===== src/rtl/mbt_pkg.sv =====
package mbt_pkg;

    localparam int MBT_WEIGHT_BITS     = 20;
    localparam int MBT_SIGMOID_ENTRIES = 256;

    // Width of the narrow operand of the shared multiplier.
    localparam int B_BITS    = 14;
    localparam int STEP_BITS = 5;

    localparam logic [12:0] Q12_ONE  = 13'd4096;
    localparam logic [12:0] LR_RESET = 13'd410;

    localparam logic [STEP_BITS-1:0] STEP_LAST_INFER = 5'd6;
    localparam logic [STEP_BITS-1:0] STEP_LAST_TRAIN = 5'd29;

    localparam logic [1:0] OP_TRAIN = 2'd0;
    localparam logic [1:0] OP_INFER = 2'd1;
    localparam logic [1:0] OP_LOAD  = 2'd2;
    localparam logic [1:0] OP_NONE  = 2'd3;

    localparam logic [3:0] PIDX_HW0 = 4'd0;
    localparam logic [3:0] PIDX_HW1 = 4'd1;
    localparam logic [3:0] PIDX_HW2 = 4'd2;
    localparam logic [3:0] PIDX_HW3 = 4'd3;
    localparam logic [3:0] PIDX_HB0 = 4'd4;
    localparam logic [3:0] PIDX_HB1 = 4'd5;
    localparam logic [3:0] PIDX_OW0 = 4'd6;
    localparam logic [3:0] PIDX_OW1 = 4'd7;
    localparam logic [3:0] PIDX_OB  = 4'd8;

    typedef enum logic [3:0] {
        A_ZERO, A_HW0, A_HW1, A_HW2, A_HW3, A_H0, A_H1, A_OW0, A_OW1,
        A_O, A_PS12, A_PROD, A_DOUT, A_DH0, A_DH1
    } a_sel_t;

    typedef enum logic [3:0] {
        B_ZERO, B_X0, B_X1, B_H0, B_H1, B_H0C, B_H1C, B_OMO, B_TMO,
        B_DOUT, B_DSH0, B_DSH1, B_LR
    } b_sel_t;

    typedef enum logic [4:0] {
        ACT_NONE, ACT_ACC, ACT_H0, ACT_H1, ACT_OUT, ACT_DOUT, ACT_DSH0,
        ACT_DSH1, ACT_DH0, ACT_DH1, ACT_UOB, ACT_UOW0, ACT_UOW1, ACT_UHB0,
        ACT_UHB1, ACT_UHW0, ACT_UHW1, ACT_UHW2, ACT_UHW3
    } act_t;

    typedef struct packed {
        a_sel_t a_sel;
        b_sel_t b_sel;
        act_t   act;
    } uop_t;

    typedef struct packed {
        logic                 run;
        logic [STEP_BITS-1:0] step;
        logic                 finish;
    } seq_ctrl_t;

    // Each step multiplies two operands and consumes the product of the step before.
    function automatic uop_t mbt_uop(input logic [STEP_BITS-1:0] step);
        uop_t u;
        unique case (step)
            5'd0:  u = '{A_HW0,  B_X0,   ACT_NONE};
            5'd1:  u = '{A_HW2,  B_X1,   ACT_ACC};
            5'd2:  u = '{A_HW1,  B_X0,   ACT_H0};
            5'd3:  u = '{A_HW3,  B_X1,   ACT_ACC};
            5'd4:  u = '{A_OW0,  B_H0,   ACT_H1};
            5'd5:  u = '{A_OW1,  B_H1,   ACT_ACC};
            5'd6:  u = '{A_H0,   B_H0C,  ACT_OUT};
            5'd7:  u = '{A_O,    B_OMO,  ACT_DSH0};
            5'd8:  u = '{A_PS12, B_TMO,  ACT_NONE};
            5'd9:  u = '{A_H1,   B_H1C,  ACT_DOUT};
            5'd10: u = '{A_OW0,  B_DOUT, ACT_DSH1};
            5'd11: u = '{A_PS12, B_DSH0, ACT_NONE};
            5'd12: u = '{A_OW1,  B_DOUT, ACT_DH0};
            5'd13: u = '{A_PS12, B_DSH1, ACT_NONE};
            5'd14: u = '{A_DOUT, B_LR,   ACT_DH1};
            5'd15: u = '{A_H0,   B_DOUT, ACT_UOB};
            5'd16: u = '{A_PROD, B_LR,   ACT_NONE};
            5'd17: u = '{A_H1,   B_DOUT, ACT_UOW0};
            5'd18: u = '{A_PROD, B_LR,   ACT_NONE};
            5'd19: u = '{A_DH0,  B_LR,   ACT_UOW1};
            5'd20: u = '{A_DH0,  B_X0,   ACT_UHB0};
            5'd21: u = '{A_PROD, B_LR,   ACT_NONE};
            5'd22: u = '{A_DH0,  B_X1,   ACT_UHW0};
            5'd23: u = '{A_PROD, B_LR,   ACT_NONE};
            5'd24: u = '{A_DH1,  B_LR,   ACT_UHW2};
            5'd25: u = '{A_DH1,  B_X0,   ACT_UHB1};
            5'd26: u = '{A_PROD, B_LR,   ACT_NONE};
            5'd27: u = '{A_DH1,  B_X1,   ACT_UHW1};
            5'd28: u = '{A_PROD, B_LR,   ACT_NONE};
            5'd29: u = '{A_ZERO, B_ZERO, ACT_UHW3};
            default: u = '{A_ZERO, B_ZERO, ACT_NONE};
        endcase
        return u;
    endfunction

    function automatic logic [12:0] clamp_q12(input logic [12:0] v);
        return (v > Q12_ONE) ? Q12_ONE : v;
    endfunction

    // Restoring shift-and-subtract quotient, used only while building the table.
    function automatic logic [63:0] udiv64(input logic [63:0] num, input logic [63:0] den);
        logic [64:0] rem;
        logic [63:0] quo;
        rem = '0;
        quo = '0;
        for (int i = 63; i >= 0; i--)
        begin
            rem = {rem[63:0], num[i]};
            if (rem >= {1'b0, den})
            begin
                rem    = rem - {1'b0, den};
                quo[i] = 1'b1;
            end
        end
        return quo;
    endfunction

    // One sigmoid table entry, evaluated at elaboration only.
    function automatic logic [12:0] sig_entry(input int e, input longint step);
        longint      x;
        longint      sum;
        logic [63:0] a;
        logic [63:0] t;
        logic [63:0] term;
        logic [63:0] y;
        logic [63:0] den;
        logic [63:0] num;
        logic [63:0] q;
        int          k;
        x    = -longint'(524288) + longint'(e) * step;
        a    = (x < 0) ? 64'(-x) : 64'(x);
        t    = a << 10;
        sum  = longint'(1) << 30;
        term = 64'd1 << 30;
        for (k = 1; k <= 12; k++)
        begin
            term = udiv64((term * t) >> 30, 64'(k));
            if (k[0])
                sum = sum - longint'(term);
            else
                sum = sum + longint'(term);
        end
        y = 64'(sum);
        for (k = 0; k < 4; k++)
            y = (y * y) >> 30;
        den = (64'd1 << 30) + y;
        num = (x >= 0) ? (64'd4096 << 30) : (64'd4096 * y);
        q   = udiv64(num + (den >> 1), den);
        return q[12:0];
    endfunction

endpackage


===== src/rtl/mbt_mul.sv =====
module mbt_mul #(
    parameter int AW = 29,
    parameter int BW = 14
) (
    input  logic                 clk,
    input  logic signed [AW-1:0] a,
    input  logic signed [BW-1:0] b,
    output logic signed [AW+BW-1:0] prod_reg
);

    logic signed [AW+BW-1:0] prod_next;

    assign prod_next = (AW+BW)'(a) * (AW+BW)'(b);

    always_ff @(posedge clk)
    begin
        prod_reg <= prod_next;
    end

endmodule


===== src/rtl/mbt_sigmoid.sv =====
module mbt_sigmoid #(
    parameter int ZW              = 43,
    parameter int SIGMOID_ENTRIES = 256
) (
    input  logic signed [ZW-1:0] z,
    output logic [12:0]          y
);
    import mbt_pkg::*;

    localparam int     IW       = $clog2(SIGMOID_ENTRIES);
    localparam longint TabStep  = 1048576 / SIGMOID_ENTRIES;

    logic [12:0]            tab [SIGMOID_ENTRIES];
    logic signed [ZW:0]     s;
    logic [16+IW-1:0]       scaled;
    logic [IW-1:0]          idx;

    for (genvar e = 0; e < SIGMOID_ENTRIES; e++) begin : g_tab
        localparam logic [12:0] Val = sig_entry(e, TabStep);
        assign tab[e] = Val;
    end

    // Offset by 8.0 so the table spans [-8, 8); outside it the end entries hold.
    assign s      = (ZW+1)'(z) + (ZW+1)'(32768);
    assign scaled = (16+IW)'(s[15:0]) * (16+IW)'(SIGMOID_ENTRIES);
    assign idx    = scaled[16+IW-1:16];

    always_comb
    begin
        if (s <= 0)
            y = tab[0];
        else if (s >= (ZW+1)'(65536))
            y = tab[SIGMOID_ENTRIES-1];
        else
            y = tab[idx];
    end

endmodule


===== src/rtl/mbt_seq.sv =====
module mbt_seq (
    input  logic                clk,
    input  logic                rst_n,
    input  logic                in_valid,
    input  logic [1:0]          opcode,
    input  logic                out_ready,
    output logic                in_ready,
    output logic                out_valid,
    output mbt_pkg::seq_ctrl_t  ctrl
);
    import mbt_pkg::*;

    typedef enum logic [2:0] {
        ST_IDLE = 3'b001,
        ST_RUN  = 3'b010,
        ST_FIN  = 3'b100
    } state_t;

    state_t               state_reg, state_next;
    logic [STEP_BITS-1:0] step_reg, step_next;
    logic [STEP_BITS-1:0] last_reg, last_next;
    logic                 out_valid_reg, out_valid_next;
    logic                 finish;

    assign in_ready    = (state_reg == ST_IDLE);
    assign out_valid   = out_valid_reg;
    assign finish      = (state_reg == ST_FIN) && (!out_valid_reg || out_ready);
    assign ctrl.run    = (state_reg == ST_RUN);
    assign ctrl.step   = step_reg;
    assign ctrl.finish = finish;

    always_comb
    begin
        state_next = state_reg;
        step_next  = step_reg;
        last_next  = last_reg;
        unique case (state_reg)
            ST_IDLE:
            begin
                if (in_valid)
                begin
                    step_next = '0;
                    if (opcode == OP_TRAIN)
                    begin
                        last_next  = STEP_LAST_TRAIN;
                        state_next = ST_RUN;
                    end
                    else if (opcode == OP_INFER)
                    begin
                        last_next  = STEP_LAST_INFER;
                        state_next = ST_RUN;
                    end
                    else
                    begin
                        state_next = ST_FIN;
                    end
                end
            end
            ST_RUN:
            begin
                step_next = step_reg + 1'b1;
                if (step_reg == last_reg)
                    state_next = ST_FIN;
            end
            ST_FIN:
            begin
                if (finish)
                    state_next = ST_IDLE;
            end
            default:
            begin
                state_next = ST_IDLE;
            end
        endcase
    end

    always_comb
    begin
        if (finish)
            out_valid_next = 1'b1;
        else if (out_ready)
            out_valid_next = 1'b0;
        else
            out_valid_next = out_valid_reg;
    end

    always_ff @(posedge clk or negedge rst_n)
    begin
        if (!rst_n)
        begin
            state_reg     <= ST_IDLE;
            step_reg      <= '0;
            last_reg      <= '0;
            out_valid_reg <= 1'b0;
        end
        else
        begin
            state_reg     <= state_next;
            step_reg      <= step_next;
            last_reg      <= last_next;
            out_valid_reg <= out_valid_next;
        end
    end

`ifndef SYNTHESIS
    a_onehot_state: assert property (@(posedge clk) disable iff (!rst_n)
        $onehot(state_reg))
        else $error("sequencer state is not one-hot");

    a_step_bound: assert property (@(posedge clk) disable iff (!rst_n)
        (state_reg == ST_RUN) |-> (step_reg <= last_reg))
        else $error("step counter ran past the last step");

    a_finish_shows: assert property (@(posedge clk) disable iff (!rst_n)
        finish |=> out_valid)
        else $error("finished word not presented");

    a_busy_after_accept: assert property (@(posedge clk) disable iff (!rst_n)
        (in_valid && in_ready) |=> !in_ready)
        else $error("accepted a second word while busy");
`endif

endmodule


===== src/rtl/mlp_backprop_trainer_2_2_1_unit.sv =====
// Channel   Handshake             Word
// cfg       cfg_valid/cfg_ready   learn_rate
// in        in_valid/in_ready     opcode, feature_a, feature_b, target, param_index, param_value
// out       out_valid/out_ready   net_output, saturated
//
// A training word runs 30 steps of the shared multiplier and an inference word 7; the result
// register is then loaded. The single multiplier and the one-word sequencer mean that the
// next word is taken only when the sequencer is idle.
// The result register holds its word until taken; the block waits in its finish state meanwhile.
// Reset clears all weights and biases to zero and sets the learning rate to its default.
module mlp_backprop_trainer_2_2_1_unit #(
    parameter int WEIGHT_BITS     = mbt_pkg::MBT_WEIGHT_BITS,
    parameter int SIGMOID_ENTRIES = mbt_pkg::MBT_SIGMOID_ENTRIES
) (
    input  logic               clk,
    input  logic               rst_n,
    input  logic               cfg_valid,
    output logic               cfg_ready,
    input  logic [12:0]        learn_rate,
    input  logic               in_valid,
    output logic               in_ready,
    input  logic [1:0]         opcode,
    input  logic [12:0]        feature_a,
    input  logic [12:0]        feature_b,
    input  logic [12:0]        target,
    input  logic [3:0]         param_index,
    input  logic signed [19:0] param_value,
    output logic               out_valid,
    input  logic               out_ready,
    output logic [12:0]        net_output,
    output logic               saturated
);
    import mbt_pkg::*;

    localparam int W  = WEIGHT_BITS;
    localparam int AW = W + 9;
    localparam int BW = B_BITS;
    localparam int PW = AW + BW;

    localparam logic signed [PW-1:0] WMAX = {{(PW-W+1){1'b0}}, {(W-1){1'b1}}};
    localparam logic signed [PW-1:0] WMIN = ~WMAX;

    seq_ctrl_t ctrl;
    uop_t      uop;
    logic      accept;

    logic signed [W-1:0]  hw_reg [4];
    logic signed [W-1:0]  hb_reg [2];
    logic signed [W-1:0]  ow_reg [2];
    logic signed [W-1:0]  ob_reg;
    logic [12:0]          lr_reg;
    logic                 sat_reg;

    logic [12:0]          x0_reg, x1_reg, tgt_reg;
    logic [1:0]           op_reg;
    logic signed [PW-1:0] acc_reg;
    logic [12:0]          h0_reg, h1_reg, o_reg;
    logic signed [BW-1:0] dout_reg, dsh0_reg, dsh1_reg;
    logic signed [AW-1:0] dh0_reg, dh1_reg;
    logic [12:0]          net_output_reg;
    logic                 saturated_reg;

    logic signed [AW-1:0] mul_a;
    logic signed [BW-1:0] mul_b;
    logic signed [PW-1:0] prod;
    logic [12:0]          lr_eff;

    logic signed [PW-1:0] zsum;
    logic signed [PW-1:0] zbias;
    logic signed [PW-1:0] z;
    logic [12:0]          sig_y;

    logic signed [W-1:0]  upd_cur;
    logic signed [PW-1:0] upd_delta;
    logic signed [PW-1:0] upd_sum;
    logic signed [W-1:0]  upd_val;
    logic                 upd_clip;
    logic                 upd_act;
    logic                 upd_short;

    logic signed [PW-1:0] load_ext;
    logic signed [W-1:0]  load_val;

    assign cfg_ready  = 1'b1;
    assign accept     = in_valid && in_ready;
    assign net_output = net_output_reg;
    assign saturated  = saturated_reg;
    assign lr_eff     = clamp_q12(lr_reg);
    assign uop        = ctrl.run ? mbt_uop(ctrl.step) : '{A_ZERO, B_ZERO, ACT_NONE};

    mbt_seq u_seq (
        .clk       (clk),
        .rst_n     (rst_n),
        .in_valid  (in_valid),
        .opcode    (opcode),
        .out_ready (out_ready),
        .in_ready  (in_ready),
        .out_valid (out_valid),
        .ctrl      (ctrl)
    );

    mbt_mul #(
        .AW (AW),
        .BW (BW)
    ) u_mul (
        .clk      (clk),
        .a        (mul_a),
        .b        (mul_b),
        .prod_reg (prod)
    );

    mbt_sigmoid #(
        .ZW              (PW),
        .SIGMOID_ENTRIES (SIGMOID_ENTRIES)
    ) u_sigmoid (
        .z (z),
        .y (sig_y)
    );

    always_comb
    begin
        unique case (uop.a_sel)
            A_HW0:   mul_a = AW'(hw_reg[0]);
            A_HW1:   mul_a = AW'(hw_reg[1]);
            A_HW2:   mul_a = AW'(hw_reg[2]);
            A_HW3:   mul_a = AW'(hw_reg[3]);
            A_H0:    mul_a = $signed({{(AW-13){1'b0}}, h0_reg});
            A_H1:    mul_a = $signed({{(AW-13){1'b0}}, h1_reg});
            A_OW0:   mul_a = AW'(ow_reg[0]);
            A_OW1:   mul_a = AW'(ow_reg[1]);
            A_O:     mul_a = $signed({{(AW-13){1'b0}}, o_reg});
            A_PS12:  mul_a = AW'(prod >>> 12);
            A_PROD:  mul_a = AW'(prod);
            A_DOUT:  mul_a = AW'(dout_reg);
            A_DH0:   mul_a = dh0_reg;
            A_DH1:   mul_a = dh1_reg;
            default: mul_a = '0;
        endcase
    end

    always_comb
    begin
        unique case (uop.b_sel)
            B_X0:    mul_b = $signed({1'b0, x0_reg});
            B_X1:    mul_b = $signed({1'b0, x1_reg});
            B_H0:    mul_b = $signed({1'b0, h0_reg});
            B_H1:    mul_b = $signed({1'b0, h1_reg});
            B_H0C:   mul_b = $signed({1'b0, 13'(Q12_ONE - h0_reg)});
            B_H1C:   mul_b = $signed({1'b0, 13'(Q12_ONE - h1_reg)});
            B_OMO:   mul_b = $signed({1'b0, 13'(Q12_ONE - o_reg)});
            B_TMO:   mul_b = $signed({1'b0, tgt_reg}) - $signed({1'b0, o_reg});
            B_DOUT:  mul_b = dout_reg;
            B_DSH0:  mul_b = dsh0_reg;
            B_DSH1:  mul_b = dsh1_reg;
            B_LR:    mul_b = $signed({1'b0, lr_eff});
            default: mul_b = '0;
        endcase
    end

    // Pre-activation of a neuron: bias plus the floored sum of its two products.
    assign zsum = acc_reg + prod;
    always_comb
    begin
        unique case (uop.act)
            ACT_H1:  zbias = PW'(hb_reg[1]);
            ACT_OUT: zbias = PW'(ob_reg);
            default: zbias = PW'(hb_reg[0]);
        endcase
    end
    assign z = zbias + (zsum >>> 12);

    always_comb
    begin
        upd_act   = 1'b1;
        upd_short = 1'b0;
        unique case (uop.act)
            ACT_UOB:
            begin
                upd_cur   = ob_reg;
                upd_short = 1'b1;
            end
            ACT_UOW0: upd_cur = ow_reg[0];
            ACT_UOW1: upd_cur = ow_reg[1];
            ACT_UHB0:
            begin
                upd_cur   = hb_reg[0];
                upd_short = 1'b1;
            end
            ACT_UHB1:
            begin
                upd_cur   = hb_reg[1];
                upd_short = 1'b1;
            end
            ACT_UHW0: upd_cur = hw_reg[0];
            ACT_UHW1: upd_cur = hw_reg[1];
            ACT_UHW2: upd_cur = hw_reg[2];
            ACT_UHW3: upd_cur = hw_reg[3];
            default:
            begin
                upd_cur = '0;
                upd_act = 1'b0;
            end
        endcase
    end

    // Bias steps carry one factor of 4096 less than weight steps.
    assign upd_delta = upd_short ? (prod >>> 12) : (prod >>> 24);
    assign upd_sum   = PW'(upd_cur) + upd_delta;
    assign upd_clip  = (upd_sum > WMAX) || (upd_sum < WMIN);
    assign upd_val   = (upd_sum > WMAX) ? W'(WMAX) :
                       (upd_sum < WMIN) ? W'(WMIN) : W'(upd_sum);

    assign load_ext = PW'(param_value);
    assign load_val = (load_ext > WMAX) ? W'(WMAX) :
                      (load_ext < WMIN) ? W'(WMIN) : W'(load_ext);

    always_ff @(posedge clk or negedge rst_n)
    begin
        if (!rst_n)
        begin
            hw_reg[0] <= '0;
            hw_reg[1] <= '0;
            hw_reg[2] <= '0;
            hw_reg[3] <= '0;
            hb_reg[0] <= '0;
            hb_reg[1] <= '0;
            ow_reg[0] <= '0;
            ow_reg[1] <= '0;
            ob_reg    <= '0;
        end
        else if (accept && (opcode == OP_LOAD))
        begin
            unique case (param_index)
                PIDX_HW0: hw_reg[0] <= load_val;
                PIDX_HW1: hw_reg[1] <= load_val;
                PIDX_HW2: hw_reg[2] <= load_val;
                PIDX_HW3: hw_reg[3] <= load_val;
                PIDX_HB0: hb_reg[0] <= load_val;
                PIDX_HB1: hb_reg[1] <= load_val;
                PIDX_OW0: ow_reg[0] <= load_val;
                PIDX_OW1: ow_reg[1] <= load_val;
                PIDX_OB:  ob_reg    <= load_val;
                default:  ;
            endcase
        end
        else
        begin
            unique case (uop.act)
                ACT_UOB:  ob_reg    <= upd_val;
                ACT_UOW0: ow_reg[0] <= upd_val;
                ACT_UOW1: ow_reg[1] <= upd_val;
                ACT_UHB0: hb_reg[0] <= upd_val;
                ACT_UHB1: hb_reg[1] <= upd_val;
                ACT_UHW0: hw_reg[0] <= upd_val;
                ACT_UHW1: hw_reg[1] <= upd_val;
                ACT_UHW2: hw_reg[2] <= upd_val;
                ACT_UHW3: hw_reg[3] <= upd_val;
                default:  ;
            endcase
        end
    end

    always_ff @(posedge clk or negedge rst_n)
    begin
        if (!rst_n)
        begin
            lr_reg  <= LR_RESET;
            sat_reg <= 1'b0;
        end
        else
        begin
            if (cfg_valid && cfg_ready)
                lr_reg <= learn_rate;
            if (accept)
                sat_reg <= 1'b0;
            else if (upd_act && upd_clip)
                sat_reg <= 1'b1;
        end
    end

    always_ff @(posedge clk)
    begin
        if (accept)
        begin
            x0_reg  <= clamp_q12(feature_a);
            x1_reg  <= clamp_q12(feature_b);
            tgt_reg <= clamp_q12(target);
            op_reg  <= opcode;
        end
        unique case (uop.act)
            ACT_ACC:  acc_reg  <= prod;
            ACT_H0:   h0_reg   <= sig_y;
            ACT_H1:   h1_reg   <= sig_y;
            ACT_OUT:  o_reg    <= sig_y;
            ACT_DOUT: dout_reg <= BW'(prod >>> 12);
            ACT_DSH0: dsh0_reg <= BW'(prod >>> 12);
            ACT_DSH1: dsh1_reg <= BW'(prod >>> 12);
            ACT_DH0:  dh0_reg  <= AW'(prod >>> 12);
            ACT_DH1:  dh1_reg  <= AW'(prod >>> 12);
            default:  ;
        endcase
        if (ctrl.finish)
        begin
            net_output_reg <= ((op_reg == OP_TRAIN) || (op_reg == OP_INFER)) ? o_reg : '0;
            saturated_reg  <= (op_reg == OP_TRAIN) ? sat_reg : 1'b0;
        end
    end

endmodule


===== config.mk =====
export PLATFORM = sky130hd
export DESIGN_NAME = mlp_backprop_trainer_2_2_1_unit
export DESIGN_NICKNAME = d
export VERILOG_FILES = /design/src/rtl/mbt_pkg.sv /design/src/rtl/mbt_mul.sv /design/src/rtl/mbt_sigmoid.sv /design/src/rtl/mbt_seq.sv /design/src/rtl/mlp_backprop_trainer_2_2_1_unit.sv
export SDC_FILE = /design/constraint.sdc
export NUM_CORES = 2
export LEC_CHECK = 0
export BUFFER_PORTS_ARGS = -buffer_cell sky130_fd_sc_hd__buf_2
export CAP_MARGIN = 10
export CORE_AREA = 10 10 285 287
export CTS_BUF_LIST = sky130_fd_sc_hd__clkbuf_16
export DETAILED_ROUTE_END_ITERATION = 8
export DIE_AREA = 0 0 295 297
export GPL_TIMING_DRIVEN = 0
export HOLD_SLACK_MARGIN = 0.06
export PLACE_DENSITY = 0.76
export SLEW_MARGIN = 20
export SYNTH_ARGS = -nofsm -noshare
export SYNTH_HDL_FRONTEND = slang
export SYNTH_SLANG_ARGS = --single-unit

===== constraint.sdc =====
create_clock -name clk -period 29.7 [get_ports clk]
set_input_delay 7.425 -clock clk [delete_from_list [all_inputs] [get_ports clk]]
set_output_delay 7.425 -clock clk [all_outputs]
set_load 0.01 [all_outputs]

# After elaboration in Yosys (flattened, before gate mapping)
# Memories as Yosys holds them, arrays and structs flattened.
# Cells that the tools add are included.
# word_totals
mem_bits_ro	3744
mem_count	2
ff_bits	488
inputBits	83
wordCells	217
# classes
magnitude_cmp	11
n_eq_ne	71
addsub	9
n_reduce_logical	38
n_mul	1
mux	53
bitwise	1
# mem_list
name	depth	width	rd	rd_clocked_by_memory_dff	write_ports	line	rtl
(name not given)	256	13	1	0	0	mbt_sigmoid.sv:35	y = tab[idx];
(name not given)	32	13	1	0	0	mbt_pkg.sv:62	unique case (step)
# ops
op	count
$mux W20	23
$pmux W29 S14	1
$pmux W20 S9	1
$pmux W14 S12	1
$pmux W43 S2	1
$mux W40	2
$mux W80	1
$mux W13	6
$eq A4 B4 Y1 const B	13
$gt A13 B13 Y1 const B	4
$eq A4 B3 Y1 const B	12
$add A43 B17 Y44 const B	1
$ge A44 B18 Y1 const B	1
$le A44 B1 Y1 const B	1
$add A43 B31 Y43	1
$add A43 B43 Y43	1
$mul A29 B14 Y43	1
$eq A5 B4 Y1 const B	8
$sub A13 B13 Y13 const A	3
$add A20 B31 Y32	1
$gt A32 B20 Y1 const B	1
$lt A32 B20 Y1 const B	1
$mux W30	1
$reduce_bool A2 Y1	13
34 further kinds	85

# Logic depth before layout (Yosys ltp)
# logic_depth
word_depth	12
depth_mapped	42

# Modules after synthesis
# A second synthesis with hierarchy kept.
# unflattened
hier_cells	4816
hier_area_um2	44665.3
# modules_own_cells
module	instances	area_per_inst_um2	cells_each
mlp_backprop_trainer_2_2_1_unit	1	25764.7	2598
mbt_mul	1	15025.7	1635
mbt_sigmoid	1	3278.1	532
mbt_seq	1	596.8	51

# Worst setup path before layout
# OpenSTA, ideal clock, no wires.
# synth_path
kind	input-to-reg
startpoint	in in_valid
endpoint	reg hw_reg[31] (netlist name)
setup_slack_ns	18.805
n_path_buf	3
setup_time_ns	0.143
t_required_ns	29.557
path_stages	9
t_arrival_ns	10.752
cell_sequence	and3b_1 -> clkbuf_1 -> nand3b_1 -> nor3_1 -> nand2_1 -> nand2_1 -> clkbuf_1 -> clkbuf_1 -> a31oi_1
# synth_via
elab_chain_len	4
word_cells_on_any_way	6
# synth_rtl
element	line	rtl
start, declared	mlp_backprop_trainer_2_2_1_unit.sv:20	input logic in_valid,
$logic_and A1 B1 Y1 (*)	mlp_backprop_trainer_2_2_1_unit.sv:85	assign accept = in_valid && in_ready;
net accept	mlp_backprop_trainer_2_2_1_unit.sv:45	logic accept;
$logic_and A1 B1 Y1 (*)	mlp_backprop_trainer_2_2_1_unit.sv:231	else if (accept && (opcode == OP_LOAD))
$ne A2 B1 Y1 (no source line) / $reduce_bool A2 Y1 (equally long branches)	-	
$reduce_and A2 Y1 (no source line)	-	
end, declared	mlp_backprop_trainer_2_2_1_unit.sv:47	logic signed [W-1:0] hw_reg [4];
# Mark *: on every way through the listed nets, which the timed path passes. The rest lies on a longest branch.
# A chain may end at the register's enable or synchronous reset.

# Final worst setup path
# layout_path
startpoint	reg u_seq.step_reg[1]
endpoint	reg u_mul.prod_reg[42]
# layout_via
elab_chain_len	5
word_cells_on_any_way	31
# layout_rtl
element	line	rtl
start, declared	mbt_seq.sv:20	logic [STEP_BITS-1:0] step_reg, step_next;
start signal, assigned	mbt_seq.sv:99	step_reg <= step_next;
$mem_v2 Z32 W13 (*)	-	
$mux W13 (*)	mlp_backprop_trainer_2_2_1_unit.sv:89	assign uop = ctrl.run ? mbt_uop(ctrl.step) : '{A_ZERO, B_ZERO, ACT_NONE};
$eq A4 B4 Y1 (tied with other cells)	mlp_backprop_trainer_2_2_1_unit.sv:122	unique case (uop.a_sel)
$pmux W29 S14 / $pmux W14 S12 (equally long branches)	mlp_backprop_trainer_2_2_1_unit.sv:122, mlp_backprop_trainer_2_2_1_unit.sv:143	
$mul A29 B14 Y43 (*)	mbt_mul.sv:13	assign prod_next = (AW+BW)'(a) * (AW+BW)'(b);
net u_mul.prod_next[42]	mbt_mul.sv:11	logic signed [AW+BW-1:0] prod_next;
end signal, assigned	mbt_mul.sv:17	prod_reg <= prod_next;
end, declared	mbt_mul.sv:8	output logic signed [AW+BW-1:0] prod_reg
# Marked as above.

==> summary by stage <==
Timing
The total of endpoints with negative setup slack in the final report is 0. Across all setup checks in the final design, the least slack found is 17340 ps. Dividing the final minimum period by the clock period gives 0.416. The worst hold margin is 480 ps. Based on the critical path, the design can be clocked at up to 80.9 MHz. The final max-slew violation count is 0.

Across the routed clock network, the largest skew measured is 30.0 ps. Adding up every negative setup slack in the final design gives 0 ps. The minimum clock period after layout is 12360 ps. Setup repair after global routing left no endpoint under its margin.

For the pin with the worst max-slew slack, the measured transition is roughly 1300 ps. In this run the tightest slew margin relative to its limit is 0.116. The number of endpoints with negative hold slack in the final report was 0.

Layout
In the final design database the tool counted 5672 nets. The synthesis-to-layout area growth is 8.24%. For this run, the share of the core covered by cells in the final layout is 0.643.

The final cell area excluding filler cells is about 48000 um2. The share of final-layout standard cells stronger than drive strength 1 is 0.0950. The number of fill cells is 6446. The register with the most flip-flops in the layout has 80 of them.

Placement
The HPWL reported at the end of detailed placement is 127000 um. The weighted congestion reported at the end of routability-driven placement is approximately 1.1. The instance area at placement is between 40000 and 50000 um2. The worst slack after detailed placement is ~18000 ps. The quantity of I/O buffers inserted on ports is 97.

Clocking
For the worst-skew pair, the clock arrives at the later sink with an insertion delay of 630 ps. The maximum clock path buffer count is 3. Once the clock tree was built, the resizer swapped 0 gates to a different size. TritonCTS built the clock tree. The clock-pin slew on the worst setup and hold paths is approximately 60 ps.

The total of hold buffers inserted after clock tree synthesis is 0. The H-tree depth reported by CTS is 2. The number of sinks on the clock net is 482.

TritonCTS created 54 clock buffers. Buffers added to address setup during post-CTS repair amount to 0. The tree is rooted in a sky130_fd_sc_hd__clkbuf_16.

Worst setup path
Data arrives at the worst endpoint at 12860 ps. The number of buffers and inverters on the critical path is 9. The largest fanout on the critical path is 10. STA classifies the critical path startpoint as a flop. The most prevalent standard cell on the critical path is sky130_fd_sc_hd__fa_1.

At the worst endpoint, the required time is 30200 ps. The master of the slowest instance on the critical path is sky130_fd_sc_hd__buf_1. The worst setup path is captured at a flop. The startpoint-to-endpoint class of the critical path is reg2reg.

The cell family contributing the most delay on the critical path is adder cells. The stage delay of the slowest cell on the critical path is 620 ps.

Floorplan
Pin placement for this block handled 100 I/O pins. Measured along the y axis, the die boundary spans roughly 300 um. The number of placement rows is between 100 and 150.

Measured along the x axis, the die boundary spans 295 um. The core region is 75400 um2. The die covers 87600 um2.

For this configuration, the core starts out at a cell density of 0.594.

Flow run
The max-capacitance violation count is 0.

Outcome
The checks that failed: design-rule violations. The flow ran to the end, but the final reports show violations.

Synth
The primary flip-flop cell chosen by synthesis mapping is sky130_fd_sc_hd__edfxtp_1. The compound-gate portion of the synthesized area came to 0.186. The share of the synthesized netlist area taken by xor and xnor gates is 0.0252. The proportion of register bits with asynchronous set or reset after synthesis is 0.427. Of the total synthesized cell area, the portion taken by full adders, half adders and majority gates is 0.235. By area, the combinational part of the netlist is dominated by adder cells. Yosys mapped the design onto 108 distinct sky130hd cell types. The post-synthesis simple-gate area fraction is 0.160. Yosys printed 0 warnings.

The synthesized design contains 482 register bits. The net count after synthesis is between 5000 and 6000. The number of flops mapped to enable cells by yosys is ~230. Of the synthesized area, sequential elements account for 0.291. The average instance in the mapped netlist occupies 9.30 um2. The portion of netlist area occupied by mux cells is 0.0394.

The synthesized cell area is 44800 um2. Synthesis produced ~4800 cells.

Global routing
In the global route stage, overall resource usage came out at 0.368. After global routing the overflow that remains totals 0. Entering global routing, the biggest net connects 94 pins. The via count of the first global-routing pass is 39300. The first global-routing pass estimated 245000 um of wire. The initial antenna violation count came to 8.

Power and ir drop
Across the VDD grid, the largest voltage drop is around 0.16 mV. The design internal power is between 0.0015 and 0.002 W. The share of total power dissipated in combinational logic is 0.529. The cell area power density is 70.2 nW/um2.

The sequential group share of total power is 0.272. The net load switching power is 0.00168 W. The relative contribution of the clock network to total power is 0.200.

The analysis attributes to cell leakage a power of 20.9 nW. Of the total power, the share spent switching nets is 0.493.

Detailed routing
The aggregate routed wire length is 164000 um. The detailed-router iteration count before antenna repair is 9. After the first detailed-routing iteration, the DRC count stood at 5688. Detailed routing inserted a total of around 40000 vias. The residual DRC count is 9. The detail-routed net length per standard cell is 27.3 um. The routed via count divided by cell count is 6.65. The number of antenna-violating nets in the routed design is 0.

Hold path
The path type of the worst min-delay path is reg2reg.
worst reg2reg max path: cells and delay by family, from the launching register on:
| kind | cells | cell delay, ps |
|---|---|---|
| adders and majority gates | 8 | 3850 |
| AOI/OAI and AO/OA | 11 | 2990 |
| buffers and inverters | 9 | 2840 |
| and+or+nand+nor | 7 | 2000 |
| DFF | 1 | 420 |
| xor gates and xnor gates | 1 | 130 |
Yosys cell counts (all sizes together) (19+ instances only):
cell type,n,share of area
a221oi,71,0.014
o21ai,188,0.021
a21o,67,0.011
nand4,33,0.0046
a21oi,269,0.035
a222oi,26,0.0058
nor2b,101,0.014
ha,237,0.066
o21a,19,0.0032
a22oi,131,0.022
and2,70,0.0098
a31oi,80,0.013
xor2,36,0.0070
fa,378,0.17
nand3,111,0.013
buf,72,0.0087
dfxtp,43,0.019
mux2i,47,0.011
nor2,407,0.034
nand2b,54,0.0076
a22o,39,0.0076
o21bai,22,0.0038
nor3,69,0.0081
or2,20,0.0028
clkbuf,197,0.017
xnor2,93,0.018
nand2,542,0.045
inv,444,0.037
a211oi,36,0.0063
edfxtp,233,0.16
dfrtp,200,0.11
o211ai,48,0.0080
mux2,109,0.027
and3,35,0.0049
cells by family (layout without fill, tap and decap cells):
family | count (synthesis) | after routing
multiplexers | 159 | 159
adder cells (fa/ha/maj) | 615 | 615
buffers and inverters | 717 | 923
flip-flops | 482 | 482
AND/OR/NAND/NOR | 1535 | 1535
other | 2 | 3
XOR/XNOR | 129 | 129
AO/OA/AOI/OAI | 1175 | 1175
layout make-up:
| type | instances | area [um2] | share of cell area |
|---|---|---|---|
| diodes | 1 | 2.50 | 0.0000516 |
| plain buffers | 269 | 1140 | 0.0234 |
| clock buffers | 57 | 1430 | 0.0294 |
| clock inverters | 45 | 353 | 0.00728 |
| inverters | 448 | 1680 | 0.0347 |
| multi-input cells | 3615 | 29000 | 0.598 |
| flip-flops and latches | 482 | 13000 | 0.269 |
| well taps | 978 | 1220 | 0.0252 |
| repair buffers | 104 | 636 | 0.0131 |
metrics by stage:
| stage | total power [W] | instances |
|---|---|---|
| floorplan | 0.00200 | 4814 |
| global placement | 0.00266 | 5889 |
| detailed placement | 0.00263 | 5896 |
| CTS | 0.00330 | 5998 |
| global route | 0.00351 | 5999 |
| finish | 0.00341 | 5999 |
power by group through the flow:
| stage | Sequential [W] | Combinational, W | Clock (W) |
|---|---|---|---|
| final | 0.000925 | 0.00180 | 0.000680 |
| after global routing | 0.000929 | 0.00188 | 0.000702 |
| after CTS | 0.000914 | 0.00171 | 0.000678 |
| after detailed placement | 0.000927 | 0.00170 | 0 |
| after global placement | 0.000925 | 0.00174 | 0 |
| after floorplan | 0.000879 | 0.00112 | 0 |
placed cells by master (no fill, tap or decap), drive strengths merged, types with 39 or more instances in the layout:
master  synthesis  final
clkbuf        197    254
a21o           67     67
fa            378    378
a21oi         269    269
o211ai         48     48
a22o           39     39
edfxtp        233    233
a22oi         131    131
mux2i          47     47
o21ai         188    188
nand2b         54     54
inv           444    459
nor2          407    407
nand2         542    542
nor2b         101    101
nand3         111    111
ha            237    237
xnor2          93     93
a221oi         71     71
buf            72    176
dfrtp         200    200
dfxtp          43     43
a31oi          80     80
nor3           69     69
and2           70     70
mux2          109    109
per-layer routing:
layer	routed length, um	up-vias	global-route usage
met5	27	-	0
met4	10400	4	0.191
met3	20500	573	0.104
met2	70000	2634	0.547
met1	62600	19400	0.484
li1	-	17300	-
worst paths after layout:
check / start / to / slack [ps] / cells past startpoint
setup / recovery: u_seq.step_reg[1] / u_mul.prod_reg[42] / 17340 / 36
hold / removal: u_mul.prod_reg[0] / acc_reg[0] / 480 / 0
setup reg to reg: u_seq.step_reg[1] / u_mul.prod_reg[42] / 17340 / 36
hold reg to reg: u_mul.prod_reg[0] / acc_reg[0] / 480 / 0
max in group asynchronous: rst_n / hw_reg[11] / 21860 / 3
min in group asynchronous: rst_n / u_seq.last_reg[3] / 6650 / 1
Note: power is estimated with default switching activity, not from simulation.
